File: src/hw/rtl/kvt_pkg.sv
// ----------------------------------------------------------------------------
// kvt_pkg: shared types and constants of the key/value table
// request and response structs, entry count, operation and status codes,
// and the token that walks the row of entry cells
// ----------------------------------------------------------------------------
package kvt_pkg;

  // number of entries in the table
  localparam int unsigned CAPACITY = 16;
  localparam int unsigned IDX_W    = (CAPACITY > 1) ? $clog2(CAPACITY) : 1;

  // request kinds (the unused code behaves as a search)
  localparam logic [1:0] KIND_SEARCH = 2'd0;
  localparam logic [1:0] KIND_INSERT = 2'd1;
  localparam logic [1:0] KIND_DELETE = 2'd2;

  // response status codes
  localparam logic [2:0] ST_HIT     = 3'd0;
  localparam logic [2:0] ST_NEW     = 3'd1;
  localparam logic [2:0] ST_UPDATED = 3'd2;
  localparam logic [2:0] ST_ABSENT  = 3'd3;
  localparam logic [2:0] ST_FULL    = 3'd4;

  typedef struct packed {
    logic [1:0]         kind;
    logic signed [31:0] key;
    logic signed [31:0] value;
  } req_t;

  typedef struct packed {
    logic               found;
    logic signed [31:0] read_value;
    logic [2:0]         status;
  } rsp_t;

  // search token handed from cell to cell
  typedef struct packed {
    logic               act;
    logic               hit;
    logic [IDX_W-1:0]   hit_idx;
    logic               free_seen;
    logic [IDX_W-1:0]   free_idx;
    logic signed [31:0] rd_val;
  } tok_t;

  // commit write broadcast to all cells
  typedef struct packed {
    logic               set_entry;
    logic               set_val;
    logic               clr;
    logic [IDX_W-1:0]   idx;
    logic signed [31:0] key;
    logic signed [31:0] value;
  } wr_t;

endpackage

File: src/hw/rtl/kvt_cell.sv
// ----------------------------------------------------------------------------
// kvt_cell: one entry of the key/value table
// holds key, value and valid bit, checks the passing search token against
// its entry and hands the updated token to the next cell
// ----------------------------------------------------------------------------
module kvt_cell (
  input  logic                      clk_i,
  input  logic                      rst_ni,
  input  logic [kvt_pkg::IDX_W-1:0] idx_i,
  input  logic signed [31:0]        key_i,
  input  kvt_pkg::wr_t              wr_i,
  input  kvt_pkg::tok_t             tok_i,
  output kvt_pkg::tok_t             tok_o
);
  import kvt_pkg::*;

  logic               valid_q;
  logic signed [31:0] key_q;
  logic signed [31:0] val_q;
  tok_t               tok_d;
  tok_t               tok_q;
  logic               match;
  logic               sel;

  assign match = tok_i.act && valid_q && (key_q == key_i);
  assign sel   = (wr_i.idx == idx_i);

  always_comb begin
    tok_d = tok_i;
    if (match) begin
      tok_d.hit     = 1'b1;
      tok_d.hit_idx = idx_i;
      tok_d.rd_val  = val_q;
    end
    if (tok_i.act && !valid_q && !tok_i.free_seen) begin
      tok_d.free_seen = 1'b1;
      tok_d.free_idx  = idx_i;
    end
  end

  always_ff @(posedge clk_i or negedge rst_ni) begin
    if (!rst_ni) begin
      valid_q <= 1'b0;
      tok_q   <= '0;
    end else begin
      tok_q <= tok_d;
      if (sel && wr_i.set_entry) begin
        valid_q <= 1'b1;
      end else if (sel && wr_i.clr) begin
        valid_q <= 1'b0;
      end
    end
  end

  always_ff @(posedge clk_i) begin
    if (sel && wr_i.set_entry) begin
      key_q <= wr_i.key;
    end
    if (sel && (wr_i.set_entry || wr_i.set_val)) begin
      val_q <= wr_i.value;
    end
  end

  assign tok_o = tok_q;

endmodule

File: src/hw/rtl/key_value_table_insert_search_delete_top.sv
// ----------------------------------------------------------------------------
// key_value_table_insert_search_delete_top: bounded key/value table
// search, insert/update and delete of unique signed 32-bit keys, built as a
// row of entry cells that a search token walks through one cell per cycle
// ----------------------------------------------------------------------------
// A request is taken when start is high and busy is low. busy then stays high
// while the search token walks the row of CAPACITY entry cells, one cell per
// clock, gathering the matching entry and the lowest free entry. In the cycle
// after the token leaves the last cell, the table is updated and the response
// appears on rsp_o for a single cycle with rsp_valid_o high; busy drops in
// that same cycle, so a new request may be taken right then. From acceptance
// to response a request passes the head token register, the CAPACITY cell
// registers and the response register. The receiver cannot stall the
// response: it must capture rsp_o whenever rsp_valid_o is high. After reset
// all entries are empty; no clearing pass is needed.
module key_value_table_insert_search_delete_top (
  input  logic          clk_i,
  input  logic          rst_ni,
  input  logic          start,
  output logic          busy,
  input  kvt_pkg::req_t req_i,
  output logic          rsp_valid_o,
  output kvt_pkg::rsp_t rsp_o
);
  import kvt_pkg::*;

  // request held for the whole walk
  req_t req_q;
  logic busy_q;
  logic accept;

  // head of the token chain, then one token register per cell
  tok_t tok_head_d;
  tok_t tok_head_q;
  tok_t tok [CAPACITY+1];
  logic [CAPACITY:0] act_vec;

  // commit of the finished walk
  tok_t last;
  wr_t  wr;
  rsp_t rsp_d;
  rsp_t rsp_q;
  logic rsp_valid_q;

  assign accept = start && !busy_q;
  assign last   = tok[CAPACITY];

  // fresh token for a newly taken request
  always_comb begin
    tok_head_d     = '0;
    tok_head_d.act = accept;
  end

  // load a fresh token when a request is taken
  always_ff @(posedge clk_i or negedge rst_ni) begin
    if (!rst_ni) begin
      tok_head_q <= '0;
    end else begin
      tok_head_q <= tok_head_d;
    end
  end

  always_ff @(posedge clk_i) begin
    if (accept) begin
      req_q <= req_i;
    end
  end

  assign tok[0] = tok_head_q;

  // row of entry cells, each passing the token on to its neighbor
  for (genvar i = 0; i < CAPACITY; i++) begin : g_cell
    kvt_cell u_cell (
      .clk_i  (clk_i),
      .rst_ni (rst_ni),
      .idx_i  (IDX_W'(i)),
      .key_i  (req_q.key),
      .wr_i   (wr),
      .tok_i  (tok[i]),
      .tok_o  (tok[i+1])
    );
  end

  for (genvar j = 0; j <= CAPACITY; j++) begin : g_act
    assign act_vec[j] = tok[j].act;
  end

  // decide the table update and the response once the token leaves the row
  always_comb begin
    wr             = '0;
    wr.key         = req_q.key;
    wr.value       = req_q.value;
    wr.idx         = last.hit ? last.hit_idx : last.free_idx;
    rsp_d          = '0;
    rsp_d.found    = last.hit;
    rsp_d.status   = last.hit ? ST_HIT : ST_ABSENT;
    case (req_q.kind)
      KIND_INSERT: begin
        if (last.hit) begin
          wr.set_val   = last.act;
          rsp_d.status = ST_UPDATED;
        end else if (last.free_seen) begin
          wr.set_entry = last.act;
          rsp_d.status = ST_NEW;
        end else begin
          rsp_d.status = ST_FULL;
        end
      end
      KIND_DELETE: begin
        // delete clears the valid bit of the matching entry only
        wr.clr = last.act && last.hit;
      end
      default: begin
        // search, and the unused kind code behaves the same
        if (last.hit) begin
          rsp_d.read_value = last.rd_val;
        end
      end
    endcase
  end

  always_ff @(posedge clk_i or negedge rst_ni) begin
    if (!rst_ni) begin
      busy_q      <= 1'b0;
      rsp_valid_q <= 1'b0;
    end else begin
      rsp_valid_q <= last.act;
      if (accept) begin
        busy_q <= 1'b1;
      end else if (last.act) begin
        busy_q <= 1'b0;
      end
    end
  end

  always_ff @(posedge clk_i) begin
    if (last.act) begin
      rsp_q <= rsp_d;
    end
  end

  assign busy        = busy_q;
  assign rsp_valid_o = rsp_valid_q;
  assign rsp_o       = rsp_q;

`ifndef NO_ASSERTIONS
  // only one request is ever in flight along the row
  a_one_token: assert property (@(posedge clk_i) disable iff (!rst_ni)
    $onehot0(act_vec))
    else $error("more than one search token in the cell row");

  // a taken request keeps the block busy until its response
  a_busy_after_accept: assert property (@(posedge clk_i) disable iff (!rst_ni)
    accept |=> busy)
    else $error("busy not raised after a request was taken");

  // busy only drops together with the response strobe
  a_busy_drop: assert property (@(posedge clk_i) disable iff (!rst_ni)
    $fell(busy) |-> rsp_valid_o)
    else $error("busy dropped without a response");

  // a response only follows a request that is in flight
  a_rsp_busy: assert property (@(posedge clk_i) disable iff (!rst_ni)
    last.act |-> busy_q)
    else $error("token finished while idle");

  // a miss status (new, full or absent) never comes with found set
  a_new_not_found: assert property (@(posedge clk_i) disable iff (!rst_ni)
    (rsp_valid_o && (rsp_o.status == ST_NEW || rsp_o.status == ST_FULL ||
                     rsp_o.status == ST_ABSENT)) |-> !rsp_o.found)
    else $error("found set on a miss status");
`endif

endmodule

File: config.mk
export PLATFORM = sky130hd
export DESIGN_NAME = key_value_table_insert_search_delete_top
export DESIGN_NICKNAME = d
export VERILOG_FILES = /design/src/hw/rtl/kvt_pkg.sv /design/src/hw/rtl/kvt_cell.sv /design/src/hw/rtl/key_value_table_insert_search_delete_top.sv
export SDC_FILE = /design/constraint.sdc
export NUM_CORES = 2
export LEC_CHECK = 0
export BUFFER_PORTS_ARGS = -buffer_cell sky130_fd_sc_hd__buf_2
export CORE_UTILIZATION = 25
export DETAILED_ROUTE_END_ITERATION = 10
export SLEW_MARGIN = 20
export SYNTH_ARGS = -nofsm -noshare
export SYNTH_HDL_FRONTEND = slang
export SYNTH_SLANG_ARGS = --single-unit
export TNS_END_PERCENT = 30
File: constraint.sdc
create_clock -name clk_i -period 5.5 [get_ports clk_i]
set_clock_uncertainty 0.05 [all_clocks]
set_input_delay 0.55 -clock clk_i [delete_from_list [all_inputs] [get_ports clk_i]]
set_output_delay 0.55 -clock clk_i [all_outputs]
set_load 0.01 [all_outputs]
==> impl_results.md <==
* Outcome: complete, no violations
* Total Routing Usage GR at 10.6%
* Clock latency on the worst-skew pair at 850 ps
* CTS tree: done
* I/O pin cnt at 107
* GRT overflow at 0
* Vias/cell at 4.03
* Async SR Flop Fraction at 37.5%
* Starting density of the core at 25.2%
* RSZ-0062 raised after global routing: no
* DRT antenna net count at 0
* Die W at 512 um
* HP Class: input port to async pin
* Rel. slew slack at 30.9%
* Max-cap violation count at 0
* Vias in the first global route at 31,570
* Prevailing post-synth register cell: edfxtp_1
* Post-synthesis cell type count at 37
* Num CTS Buffers at 183
* Die ar. at 0.262 mm^2
* Buffers on Ports at 106
* Setup Viol. Count Final at 0
* Most frequent cells in the layout: edfxtp_1, dfrtp_1, xor2_1, mux2_2, clkbuf_16
* CP startpoint kind: register
* Max FO, Critical Path at 37
* Synthesis-stage register bit count at 1,803
* Critical Path RT at 6130 ps
* Detailed placement HPWL at 83,100 um
* Syn Area/Cell at 18.8 um^2
* Number of remaining DRC errors at 0
* Cell Area, Synth at 0.0650 mm^2
* Yosys warning count at 0
* Syn nets at 3,524
* Post-synth top area cell: edfxtp_1
* Post-Syn Instances at 3,454
* Fmax at 260 MHz
* Final hold violations at 0
* Post-Route WL at 139,000 um
* Final core utilization at 29.9%
* Vias at 29,633
* CP Class: register to register
* Fill count at 24,891
* Post-synth top area share at 52.0%
* Reg area at 0.0508 mm^2
* Commonest non-fill, non-tap cell in the layout: edfxtp_1
* Area of the core at 0.258 mm^2
* Die Y at 512 um
* Pwr/cell area at 392 mW/mm^2
* CP endpoint kind: register
* Layout area overhead at 18.4%
* Synth area leaders: edfxtp_1, dfrtp_1, mux2_2, xor2_1, nor4_1
* Fin Setup TNS at 0 ps
* Layout cells sized above 1 at 28.0%
* Antenna violations before repair at 12
* Leak at 0.0299 uW
* Clk root buf: clkbuf_16
* Register area share after synthesis at 78.1%
* TritonRoute pass-1 iters at 5
* CTS clk-pin slew, worst paths at 70 ps
* Peak VDD IR at 0.000314 V
* Num rows at 186
* EDFF count, synth at 1,126
* Final Critical Period at 3850 ps
* Pin count of the biggest net entering global routing at 176
* Fin nets at 3,884
* RD Place Congestion at 0.766
* Initial DRC count at 1,873
* Worst-case clock buffer depth at 3
* Multi-input gate area at 0.0134 mm^2
* Clock sinks at 1,803
* Period utilisation layout at 70.0%
* Wirelength per Cell at 18.8 um
* Max-slew violation count at 0
* Slew @ Worst Pin at 1040 ps
* Worst endpoint data arrival time at 4480 ps
* First-pass GRT wire length at 208,000 um
* H-tree lvl count at 4
final cells by class:
| type | instances | share of cell area [%] |
|---|---|---|
| clock inverter | 96 | 1.49 |
| multi-input combinational | 1523 | 17.4 |
| tap | 3384 | 5.50 |
| antenna | 5 | 0.0163 |
| timing repair buffer | 297 | 2.99 |
| clock buffer | 246 | 6.61 |
| sequential | 1803 | 65.9 |
| inverter | 6 | 0.0293 |
layer usage:
layer,track usage (%),up-vias,part of all wire [%]
met4,3.46,12,2.6
met3,2.03,221,4.4
met1,13.9,15570,44
met5,0,-,0.063
met2,17.6,590,49
li1,-,13240,-
per-stage QoR:
| step | hold WS, ps | power (uW) | std cells | area (um^2) | worst slack, ps |
|---|---|---|---|---|---|
| after floorplan | 204 | 16800 | 3454 | 65000 | 1440 |
| after global placement | 338 | 17800 | 6945 | 70100 | 1590 |
| after detailed placement | 340 | 17900 | 6946 | 70100 | 1660 |
| after CTS | 162 | 30600 | 7355 | 77000 | 1610 |
| after global routing | 191 | 31300 | 7356 | 77000 | 1530 |
| final | 193 | 30200 | 7360 | 77000 | 1650 |
synth_stat cells, drive strengths merged (3+ instances only):
cell,count
a32oi,3
and2,64
buf,109
clkbuf,13
dfrtp,677
edfxtp,1126
inv,6
mux2,480
nand2,13
nand2b,35
nand3,19
nand4,39
nor2,51
nor2b,40
nor3,26
nor4,117
o21ai,35
or2,78
xnor2,43
xor2,469
final timing paths:
kind | start | endpoint | slack [ps] | cells after the start
worst max-delay path | req_q[61]$_DFFE_PP_ | g_cell[9].u_cell.tok_o[16]$_DFF_PN0_ | 1650 | 7
worst min-delay path | rst_ni | g_cell[15].u_cell.tok_o[17]$_DFF_PN0_ | 190 | 2
worst max register to register | req_q[61]$_DFFE_PP_ | g_cell[9].u_cell.tok_o[16]$_DFF_PN0_ | 1650 | 7
worst min register to register | g_cell[13].u_cell.tok_o[35]$_DFF_PN0_ | g_cell[14].u_cell.tok_o[35]$_DFF_PN0_ | 320 | 1
max in group asynchronous | rst_ni | g_cell[5].u_cell.tok_o[41]$_DFF_PN0_ | 3760 | 3
min in group clk_i | start | req_q[65]$_DFFE_PP_ | 220 | 2
critical path: stages, from the launching register on:
cell	delay, ps
edfxtp_1	890
buf_4	330
xor2_1	90
nor4_1	750
nand4_1	330
nor3_4	250
buf_4	550
mux2_2	410
flip-flops by register name, summed over array words and instances, names as in the netlist:
register / flops
rsp_o: 36
g_cell.u_cell.key_q: 512
busy: 1
req_q: 66
g_cell.u_cell.val_q: 512
g_cell.u_cell.valid_q: 16
rsp_valid_o: 1
act_vec: 1
g_cell.u_cell.tok_o: 658
kinds of logic (layout without fill, tap and decap cells):
kind of cell | Yosys count | in the layout | synth area share, %
xor+xnor | 512 | 512 | 6.90
compound gates | 46 | 46 | 0.400
simple gates | 484 | 484 | 4.63
buf+inv | 128 | 645 | 1.57
flops | 1803 | 1803 | 78.1
other cells | 0 | 5 | 0
fa+ha+maj | 1 | 1 | 0.0192
mux | 480 | 480 | 8.43
power breakdown:
part / switching (uW) / leakage (uW) / internal, uW
Sequential: 470 / 0.0195 / 15200
Clock: 5420 / 0.00305 / 7140
Combinational: 1320 / 0.00739 / 655
what timing repair did:
item,CTS,global route
hold buffers,67,0
hold endpoints to repair,120,0
resized for setup,0,0
buffers inserted,0,0
Note: power is estimated with default switching activity, not from simulation.
